## config.mk

```make
export PLATFORM = sky130hd
export DESIGN_NAME = text_console_cursor_top_flat
export DESIGN_NICKNAME = d
export VERILOG_FILES = /design/src/rtl/core/tcc_pkg.sv /design/src/rtl/core/tcc_stream_if.sv /design/src/rtl/core/tcc_datapath.sv /design/src/rtl/core/tcc_controller.sv /design/src/rtl/core/text_console_cursor_top.sv /design/src/flat_wrapper.sv
export VERILOG_INCLUDE_DIRS = /design/src /design/src/rtl/core
export SDC_FILE = /design/constraint.sdc
export NUM_CORES = 1
export LEC_CHECK = 0
export BUFFER_PORTS_ARGS = -buffer_cell sky130_fd_sc_hd__buf_2
export CAP_MARGIN = 0
export CELL_PAD_IN_SITES_DETAIL_PLACEMENT = 0
export CELL_PAD_IN_SITES_GLOBAL_PLACEMENT = 1
export CORE_ASPECT_RATIO = 0.7
export CORE_MARGIN = 2
export CORE_UTILIZATION = 50
export DETAILED_ROUTE_END_ITERATION = 7
export GPL_TIMING_DRIVEN = 0
export PLACE_DENSITY_LB_ADDON = 0.08
export SYNTH_ARGS = -nofsm -noshare
export SYNTH_HDL_FRONTEND = slang
export SYNTH_HIERARCHICAL = 1
export SYNTH_SLANG_ARGS = --single-unit
```

## constraint.sdc

```tcl
create_clock -name clock -period 12.2 [get_ports clock]
set_input_delay 0.61 -clock clock [delete_from_list [all_inputs] [get_ports clock]]
set_output_delay 0.61 -clock clock [all_outputs]
set_load 0.01 [all_outputs]
```

## src/rtl/core/text_console_cursor_top_defines.svh

```systemverilog
// ----------------------------------------------------------------------------
// Text console cursor: assertion macros
// Shared assertion wrappers; defining ASSERT_OFF leaves them empty.
// ----------------------------------------------------------------------------
`ifndef TEXT_CONSOLE_CURSOR_TOP_DEFINES_SVH
`define TEXT_CONSOLE_CURSOR_TOP_DEFINES_SVH
`ifndef ASSERT_OFF
`define TCC_ASSERT(label, clk, rst, prop) \
   label: assert property (@(posedge clk) disable iff (rst) prop) \
      else $error("text console cursor assertion failed");
`define TCC_ASSERT_NEVER(label, clk, rst, expr) \
   label: assert property (@(posedge clk) disable iff (rst) !(expr)) \
      else $error("text console cursor forbidden condition seen");
`else
`define TCC_ASSERT(label, clk, rst, prop)
`define TCC_ASSERT_NEVER(label, clk, rst, expr)
`endif
`endif

```

## src/rtl/core/tcc_pkg.sv

```systemverilog
// ----------------------------------------------------------------------------
// Text console cursor package
// Payload types, control structs and constants shared by the cursor block.
// ----------------------------------------------------------------------------
package tcc_pkg;

   localparam logic [5:0] MAX_COLUMNS_DEFAULT = 6'd40;
   localparam logic [5:0] MAX_LINES_DEFAULT   = 6'd40;

   localparam logic [7:0] CODE_NEWLINE = 8'd10;
   localparam logic [7:0] CODE_RETURN  = 8'd13;
   localparam logic [7:0] CODE_SPACE   = 8'd32;

   localparam logic [1:0] CSR_COLUMN_COUNT = 2'd0;
   localparam logic [1:0] CSR_LINE_COUNT   = 2'd1;
   localparam logic [1:0] CSR_GLYPH_WIDTH  = 2'd2;
   localparam logic [1:0] CSR_GLYPH_HEIGHT = 2'd3;

   localparam logic [5:0] COLUMN_COUNT_RESET = 6'd40;
   localparam logic [5:0] LINE_COUNT_RESET   = 6'd15;
   localparam logic [5:0] GLYPH_WIDTH_RESET  = 6'd8;
   localparam logic [5:0] GLYPH_HEIGHT_RESET = 6'd16;

   typedef struct packed {
      logic [7:0] char_code;
   } req_payload_type;

   typedef struct packed {
      logic [7:0]  draw_code;
      logic [10:0] pixel_x;
      logic [10:0] pixel_y;
      logic        last;
   } rsp_payload_type;

   typedef struct packed {
      logic capture;
      logic col_zero;
      logic col_inc;
      logic line_adv;
      logic char_emit;
      logic clear_emit;
   } tcc_cmd_type;

   typedef struct packed {
      logic is_newline;
      logic is_return;
      logic col_wrap;
      logic clear_last;
      logic out_free;
   } tcc_status_type;

endpackage

```

## src/rtl/core/tcc_stream_if.sv

```systemverilog
// ----------------------------------------------------------------------------
// Text console cursor stream interface
// Valid/ready channel carrying one payload item per handshake.
// ----------------------------------------------------------------------------
interface tcc_stream_if #(
   parameter type payload_type = logic
) ();
   logic        valid;
   logic        ready;
   payload_type payload;

   modport source (output valid, output payload, input ready);
   modport sink (input valid, input payload, output ready);
endinterface

```

## src/rtl/core/tcc_datapath.sv

```systemverilog
// ----------------------------------------------------------------------------
// Text console cursor datapath
// Configuration registers, cursor, clear counter and the result register.
// ----------------------------------------------------------------------------
`include "text_console_cursor_top_defines.svh"

module tcc_datapath #(
   parameter logic [5:0] MAX_COLUMNS = tcc_pkg::MAX_COLUMNS_DEFAULT,
   parameter logic [5:0] MAX_LINES   = tcc_pkg::MAX_LINES_DEFAULT
) (
   input  logic                     clock,
   input  logic                     reset,
   input  tcc_pkg::tcc_cmd_type     cmd,
   output tcc_pkg::tcc_status_type  status,
   input  logic [7:0]               req_char_code,
   input  logic                     csr_wr_en,
   input  logic [1:0]               csr_index,
   input  logic [5:0]               csr_wdata,
   output logic                     rsp_valid,
   input  logic                     rsp_ready,
   output tcc_pkg::rsp_payload_type rsp_payload
);
   import tcc_pkg::*;

   logic [5:0] col_cnt_ff, col_cnt_in;
   logic [5:0] line_cnt_ff, line_cnt_in;
   logic [5:0] glyph_w_ff, glyph_w_in;
   logic [5:0] glyph_h_ff, glyph_h_in;
   logic [5:0] col_ff, col_in;
   logic [5:0] line_ff, line_in;
   logic [5:0] idx_ff, idx_in;
   logic [7:0] code_ff, code_in;
   logic       rsp_valid_ff, rsp_valid_in;
   rsp_payload_type rsp_data_ff, rsp_data_in;

   logic [5:0]  cols_eff, lines_eff;
   logic [6:0]  col_next, line_next, idx_next;
   logic [5:0]  line_wrapped;
   logic [5:0]  x_cell;
   logic [11:0] prod_x, prod_y;
   logic        emit;

   // A zero count behaves as one; a count above the build limit is clamped.
   assign cols_eff  = (col_cnt_ff == 6'd0) ? 6'd1 :
                      ((col_cnt_ff > MAX_COLUMNS) ? MAX_COLUMNS : col_cnt_ff);
   assign lines_eff = (line_cnt_ff == 6'd0) ? 6'd1 :
                      ((line_cnt_ff > MAX_LINES) ? MAX_LINES : line_cnt_ff);

   assign col_next  = {1'b0, col_ff} + 7'd1;
   assign line_next = {1'b0, line_ff} + 7'd1;
   assign idx_next  = {1'b0, idx_ff} + 7'd1;
   assign line_wrapped = (line_next >= {1'b0, lines_eff}) ? 6'd0 : line_next[5:0];

   assign status.is_newline = (req_char_code == CODE_NEWLINE);
   assign status.is_return  = (req_char_code == CODE_RETURN);
   assign status.col_wrap   = (col_next >= {1'b0, cols_eff});
   assign status.clear_last = (idx_next >= {1'b0, cols_eff});
   assign status.out_free   = !rsp_valid_ff || rsp_ready;

   assign emit   = cmd.char_emit || cmd.clear_emit;
   assign x_cell = cmd.char_emit ? col_ff : idx_ff;
   assign prod_x = x_cell * glyph_w_ff;
   assign prod_y = line_ff * glyph_h_ff;

   always_comb begin
      col_cnt_in  = col_cnt_ff;
      line_cnt_in = line_cnt_ff;
      glyph_w_in  = glyph_w_ff;
      glyph_h_in  = glyph_h_ff;
      if (csr_wr_en) begin
         case (csr_index)
            CSR_COLUMN_COUNT: col_cnt_in  = csr_wdata;
            CSR_LINE_COUNT:   line_cnt_in = csr_wdata;
            CSR_GLYPH_WIDTH:  glyph_w_in  = csr_wdata;
            CSR_GLYPH_HEIGHT: glyph_h_in  = csr_wdata;
            default: begin
            end
         endcase
      end

      col_in = col_ff;
      if (cmd.col_zero) begin
         col_in = 6'd0;
      end else if (cmd.col_inc) begin
         col_in = col_next[5:0];
      end

      line_in = cmd.line_adv ? line_wrapped : line_ff;

      idx_in = idx_ff;
      if (cmd.line_adv) begin
         idx_in = 6'd0;
      end else if (cmd.clear_emit) begin
         idx_in = idx_next[5:0];
      end

      code_in = cmd.capture ? req_char_code : code_ff;

      rsp_valid_in = rsp_valid_ff;
      if (emit) begin
         rsp_valid_in = 1'b1;
      end else if (rsp_ready) begin
         rsp_valid_in = 1'b0;
      end

      rsp_data_in = rsp_data_ff;
      if (emit) begin
         rsp_data_in.draw_code = cmd.char_emit ? code_ff : CODE_SPACE;
         rsp_data_in.pixel_x   = prod_x[10:0];
         rsp_data_in.pixel_y   = prod_y[10:0];
         rsp_data_in.last      = cmd.char_emit ? !status.col_wrap : status.clear_last;
      end
   end

   always_ff @(posedge clock) begin
      if (reset) begin
         col_cnt_ff   <= COLUMN_COUNT_RESET;
         line_cnt_ff  <= LINE_COUNT_RESET;
         glyph_w_ff   <= GLYPH_WIDTH_RESET;
         glyph_h_ff   <= GLYPH_HEIGHT_RESET;
         col_ff       <= 6'd0;
         line_ff      <= 6'd0;
         idx_ff       <= 6'd0;
         rsp_valid_ff <= 1'b0;
      end else begin
         col_cnt_ff   <= col_cnt_in;
         line_cnt_ff  <= line_cnt_in;
         glyph_w_ff   <= glyph_w_in;
         glyph_h_ff   <= glyph_h_in;
         col_ff       <= col_in;
         line_ff      <= line_in;
         idx_ff       <= idx_in;
         rsp_valid_ff <= rsp_valid_in;
      end
      code_ff     <= code_in;
      rsp_data_ff <= rsp_data_in;
   end

   assign rsp_valid   = rsp_valid_ff;
   assign rsp_payload = rsp_data_ff;

   `TCC_ASSERT(a_clear_cell_in_line, clock, reset, cmd.clear_emit |-> (idx_ff < cols_eff))
   `TCC_ASSERT(a_line_advance_wraps, clock, reset, cmd.line_adv |=> (line_ff < $past(lines_eff)))

endmodule

```

## src/rtl/core/tcc_controller.sv

```systemverilog
// ----------------------------------------------------------------------------
// Text console cursor controller
// Sequences the capture, character draw and line clear of each item.
// ----------------------------------------------------------------------------
`include "text_console_cursor_top_defines.svh"

module tcc_controller (
   input  logic                    clock,
   input  logic                    reset,
   input  logic                    req_valid,
   output logic                    req_ready,
   input  tcc_pkg::tcc_status_type status,
   output tcc_pkg::tcc_cmd_type    cmd
);
   import tcc_pkg::*;

   localparam logic [1:0] ST_IDLE  = 2'd0;
   localparam logic [1:0] ST_CHAR  = 2'd1;
   localparam logic [1:0] ST_CLEAR = 2'd2;

   logic [1:0] state_ff, state_in;
   logic       emit_any;
   logic       clear_done;

   assign req_ready  = (state_ff == ST_IDLE);
   assign emit_any   = cmd.char_emit || cmd.clear_emit;
   assign clear_done = (state_ff == ST_CLEAR) && status.out_free && status.clear_last;

   always_comb begin
      state_in = state_ff;
      cmd      = '0;
      case (state_ff)
         ST_IDLE: begin
            if (req_valid) begin
               cmd.capture = 1'b1;
               if (status.is_newline) begin
                  cmd.col_zero = 1'b1;
               end else if (status.is_return) begin
                  cmd.line_adv = 1'b1;
                  state_in     = ST_CLEAR;
               end else begin
                  state_in = ST_CHAR;
               end
            end
         end
         ST_CHAR: begin
            if (status.out_free) begin
               cmd.char_emit = 1'b1;
               // Reaching the end of the line wraps the cursor and clears the new line.
               if (status.col_wrap) begin
                  cmd.col_zero = 1'b1;
                  cmd.line_adv = 1'b1;
                  state_in     = ST_CLEAR;
               end else begin
                  cmd.col_inc = 1'b1;
                  state_in    = ST_IDLE;
               end
            end
         end
         ST_CLEAR: begin
            if (status.out_free) begin
               cmd.clear_emit = 1'b1;
               if (status.clear_last) begin
                  state_in = ST_IDLE;
               end
            end
         end
         default: begin
            state_in = ST_IDLE;
         end
      endcase
   end

   always_ff @(posedge clock) begin
      if (reset) begin
         state_ff <= ST_IDLE;
      end else begin
         state_ff <= state_in;
      end
   end

   `TCC_ASSERT_NEVER(a_emit_into_full, clock, reset, emit_any && !status.out_free)
   `TCC_ASSERT(a_clear_ends_idle, clock, reset, clear_done |=> (state_ff == ST_IDLE))

endmodule

```

## src/rtl/core/text_console_cursor_top.sv

```systemverilog
// ----------------------------------------------------------------------------
// Text console cursor
// Turns character codes into character-cell draw commands.
// ----------------------------------------------------------------------------
// Usage:
// req_ch carries one character code per item; rsp_ch carries draw commands
// (code, pixel x/y, last). The csr_ port writes column count, line count,
// glyph width and glyph height; write it only while the block is idle.
// A newline code gives no draw. An ordinary code is captured, then its draw
// is loaded into the result register once that register is free. A carriage
// return, or a character that fills the line, is followed by one space draw
// per column, issued one per cycle while the receiver keeps up. The controller
// handles one item at a time; the single result register sets the pace of one
// draw per cycle while the receiver takes each draw.
// A stalled receiver holds the result register and the sequencer waits;
// nothing is dropped. A new item can be taken while the final draw of the
// previous one still waits in the result register.
// Reset clears the cursor to column 0, line 0 and loads the register
// defaults: 40 columns, 15 lines, 8 by 16 pixel glyphs.
// ----------------------------------------------------------------------------
module text_console_cursor_top #(
   parameter logic [5:0] MAX_COLUMNS = tcc_pkg::MAX_COLUMNS_DEFAULT,
   parameter logic [5:0] MAX_LINES   = tcc_pkg::MAX_LINES_DEFAULT
) (
   input  logic       clock,
   input  logic       reset,
   tcc_stream_if.sink   req_ch,
   tcc_stream_if.source rsp_ch,
   input  logic       csr_wr_en,
   input  logic [1:0] csr_index,
   input  logic [5:0] csr_wdata
);
   import tcc_pkg::*;

   tcc_cmd_type     cmd;
   tcc_status_type  status;
   rsp_payload_type rsp_payload;
   logic            rsp_valid;
   logic            req_ready;

   tcc_controller u_ctrl (
      .clock     (clock),
      .reset     (reset),
      .req_valid (req_ch.valid),
      .req_ready (req_ready),
      .status    (status),
      .cmd       (cmd)
   );

   tcc_datapath #(
      .MAX_COLUMNS (MAX_COLUMNS),
      .MAX_LINES   (MAX_LINES)
   ) u_dp (
      .clock         (clock),
      .reset         (reset),
      .cmd           (cmd),
      .status        (status),
      .req_char_code (req_ch.payload.char_code),
      .csr_wr_en     (csr_wr_en),
      .csr_index     (csr_index),
      .csr_wdata     (csr_wdata),
      .rsp_valid     (rsp_valid),
      .rsp_ready     (rsp_ch.ready),
      .rsp_payload   (rsp_payload)
   );

   assign req_ch.ready   = req_ready;
   assign rsp_ch.valid   = rsp_valid;
   assign rsp_ch.payload = rsp_payload;

endmodule

```

## src/flat_wrapper.sv

```systemverilog
// flat-port wrapper written by rule: the top's interface ports become plain ports
module text_console_cursor_top_flat import tcc_pkg::*;
#(
   parameter logic [5:0] MAX_COLUMNS = tcc_pkg::MAX_COLUMNS_DEFAULT,
   parameter logic [5:0] MAX_LINES   = tcc_pkg::MAX_LINES_DEFAULT
)
  (clock, reset, csr_wr_en, csr_index, csr_wdata, req_ch_valid, req_ch_payload, req_ch_ready, rsp_ch_valid, rsp_ch_payload, rsp_ch_ready);
  tcc_stream_if #(.payload_type(req_payload_type)) req_ch_i ();
  tcc_stream_if #(.payload_type(rsp_payload_type)) rsp_ch_i ();
  input  logic clock;
  input  logic reset;
  input  logic csr_wr_en;
  input  logic [1:0] csr_index;
  input  logic [5:0] csr_wdata;
  input wire logic [$bits(req_ch_i.valid)-1:0] req_ch_valid;
  input wire logic [$bits(req_ch_i.payload)-1:0] req_ch_payload;
  output wire logic [$bits(req_ch_i.ready)-1:0] req_ch_ready;
  output wire logic [$bits(rsp_ch_i.valid)-1:0] rsp_ch_valid;
  output wire logic [$bits(rsp_ch_i.payload)-1:0] rsp_ch_payload;
  input wire logic [$bits(rsp_ch_i.ready)-1:0] rsp_ch_ready;
  assign req_ch_i.valid = req_ch_valid;
  assign req_ch_i.payload = req_ch_payload;
  assign req_ch_ready = req_ch_i.ready;
  assign rsp_ch_valid = rsp_ch_i.valid;
  assign rsp_ch_payload = rsp_ch_i.payload;
  assign rsp_ch_i.ready = rsp_ch_ready;
  text_console_cursor_top #(.MAX_COLUMNS(MAX_COLUMNS), .MAX_LINES(MAX_LINES)) u_core (.clock(clock), .reset(reset), .req_ch(req_ch_i), .rsp_ch(rsp_ch_i), .csr_wr_en(csr_wr_en), .csr_index(csr_index), .csr_wdata(csr_wdata));
endmodule
```

==> flow_summary.toml <==
[status]
outcome = "complete, no violations"

[route]
wl_per_cell_um = 13.9
ant_nets = 0
viasPerCell = 5.05
dr.pass1.iters = 4
drc = 0
dr_total_vias = 4122
detail_route.wirelength_um = 11300
first_iter_violations = 169

[logic_synthesis]
yosys_warnings = 6
synth_top_family_by_area = "adder cells"
synth_edf_count = 39
synth_simple_gate_area_share = 0.202
synth_area_um2 = 5870
yosysTopAreaCell = "edfxtp_1"
synth-seq-cells = 84
ys_seq_area_frac = 0.353
synth_nets = 702
synth_compound_area_frac = 0.0684
syn_area_per_cell_um2 = 9.95
synthArstFlopShare = 0
synthAdderAreaFrac = 0.235
synth_top_cell_area_share = 0.200
synth_xor_area_frac = 0.0537
synth_cells = 590
ys.flop_type = "dfxtp_1"
synthMuxAreaShare = 0.0367
yosys-top-cells-area = "edfxtp_1, dfxtp_1, ha_1"
synth_cell_types = 56

[place]
gp_congestion = 0.822
port_buffers = 53
dp_hpwl_um = 8920
place_inst = 800
place_worst_setup_slack_ns = 7.21

[setup_path]
worstPathMaxFanout = 8
crit_arrival_ns = 4.74
cp_common_cell = "fa_1"
cp_data_required_time_ns = 12.29
cp-end-kind = "register"
max_stage_delay_ns = 0.54
cp_num_buf_inv = 4
path_cells = "buf_2 > nand2b_1 > and3b_2 > buf_6 > mux2i_1 > nor2b_1 > fa_1 > inv_1 > fa_1 > fa_1 > inv_1 > ha_1 > nor2b_1 > o21ai_0 > a21boi_0 > mux2i_1 > nand2_1"
cpMaxStageDelayCell = "fa_1"
start_kind = "primary input"
critPathKind = "in -> reg"
cpLargestDelayFamily = "adder cells"

[global_routing]
grt_pass1_vias = 3870
grt_use_met3 = 0.0408
gr-total-overflow = 0
grt_max_degree = 32
grt_first_pass_wirelength_um = 19000
track_usage = 0.193
globalRouteMet1Util = 0.287
antenna_found_initial = 0
grt.met2_usage = 0.285
busiest_layer = "met1"

[cells_and_area]
final_nets = 767
final_common_cell = "nand2_1"
multi_input_area_um2 = 3490
nFillCells = 1044
layoutNonFillerInstCount = 817
layout_common_cells = "nand2_1, buf_2, ha_1"
regArea_um2 = 2070
area_delta_synth_final_pct = 12.9
antenna_cells = 0
drive_above_1_share = 0.145

[timing]
timing.slew.headroom = 0.235
finClkSkew_ns = 0.00855
rsz0062_at_grt = "no"
fin_ws_ns = 7.55
finalCritPeriodShare = 0.381
max_freq_ghz = 0.215
min_period_ns = 4.65
drv_slew = 0
tightest_slew_ns = 1.15
setup_viol = 0
fin_tns_setup_ns = 0
hold_viol_final = 0

[pwr]
power_switching_mw = 0.145
swShare = 0.239
p_per_area_nw_per_um2 = 91.4
finalPower_mw = 0.606
p_leak_nw = 3.11
p_comb_frac = 0.071
p_int_mw = 0.461
p_seq_frac = 0.514
clock_power_share = 0.415
ir_drop_mv = 0.0731

[floorplan]
io_pins = 54
coreArea_um2 = 11600
die_area_um2 = 12600
rows = 33
die_x_um = 133
die_height_um = 94.6
floorplan.initialDensity = 0.508

[clocking]
cts_max_level = 3
post_cts_resized = 0
path_clk_slew_ns = 0.06
cts_tree = "built"
postCtsSetupBuffers = 0
clkLatencyLatePin_ns = 0.34
postCtsHoldBufs = 0
clock_path_buffers = 2
clock-sinks = 84
numCtsBuffers = 9
clock-root-buffer = "clkbuf_16"

[flow_run]
max_cap_violations = 0

[hold_path]
worstHoldPathType = "in -> reg"
[Yosys cell counts, drive strengths merged (3+ instances only)]
cell and number:
a211o 5, a21o 5, a21oi 16, a22o 5
and2 27, and2b 3, buf 10, clkbuf 7
dfxtp 45, edfxtp 39, fa 32, ha 59
inv 58, mux2i 20, nand2 63, nand2b 16
nand3 15, nand3b 6, nand4 4, nor2 46
nor2b 22, nor3 7, nor3b 3, nor4 3
o21ai 10, o21bai 3, or2 3, xnor2 20
xor2 16
[layer usage]
layer	wire length, µm	share of wire
met2	4770	0.42
met3	432	0.038
met1	6010	0.53
met5	0	0
met4	111	0.0098
[registers in the layout, summed over array words and instances, names as in the netlist]
signal	cells
u_core/u_dp/col_cnt_ff	6
u_core/u_ctrl/state_ff	2
u_core/u_dp/line_ff	6
u_core/u_dp/idx_ff	6
u_core/u_dp/code_ff	8
u_core/u_dp/col_ff	6
u_core/u_dp/rsp_payload	31
u_core/u_dp/glyph_h_ff	6
u_core/u_dp/line_cnt_ff	6
u_core/u_dp/glyph_w_ff	6
u_core/u_dp/rsp_valid	1
[logic make-up after synthesis]
group | Yosys count
AOI/OAI and AO/OA | 56
xor gates and xnor gates | 36
and+or+nand+nor | 227
adders and majority gates | 91
DFF | 84
buffers and inverters | 75
muxes | 21
[final cells by class]
class	count	share of cell area
multi-input combinational	431	0.527
sequential	84	0.313
timing repair buffer	54	0.0442
clock buffer	11	0.0351
inverter	58	0.0329
tap	157	0.0296
buffer	17	0.0127
clock inverter	5	0.00548
[power groups by stage]
stage | logic (mW) | registers, mW | clock network [mW]
floorplan | 0.0241 | 0.318 | 0
global placement | 0.0410 | 0.317 | 0
detailed placement | 0.0421 | 0.317 | 0
CTS | 0.0423 | 0.311 | 0.259
global route | 0.0484 | 0.312 | 0.270
finish | 0.0432 | 0.311 | 0.251
[final timing paths]
path	start	endpoint	slack, ns	cells after the start
worst min register to register	u_core/u_dp/line_cnt_ff[5]	u_core/u_dp/line_cnt_ff[5]	0.49	2
worst min-delay path	req_ch_payload[6]	u_core/u_dp/code_ff[6]	0.46	1
worst max-delay path	rsp_ch_ready	u_core/u_dp/rsp_payload[21]	7.55	17
worst max register to register	u_core/u_ctrl/state_ff[0]	u_core/u_dp/rsp_payload[21]	7.59	15
[stage by stage]
step	area [µm²]	hold WS (ns)	util
global route	6630	0.450	0.573
finish	6630	0.458	0.573
global placement	6330	0.475	0.548
floorplan	5870	0.441	-
CTS	6600	0.447	0.571
detailed placement	6330	0.477	0.548
Note: power is estimated with default switching activity, not from simulation.
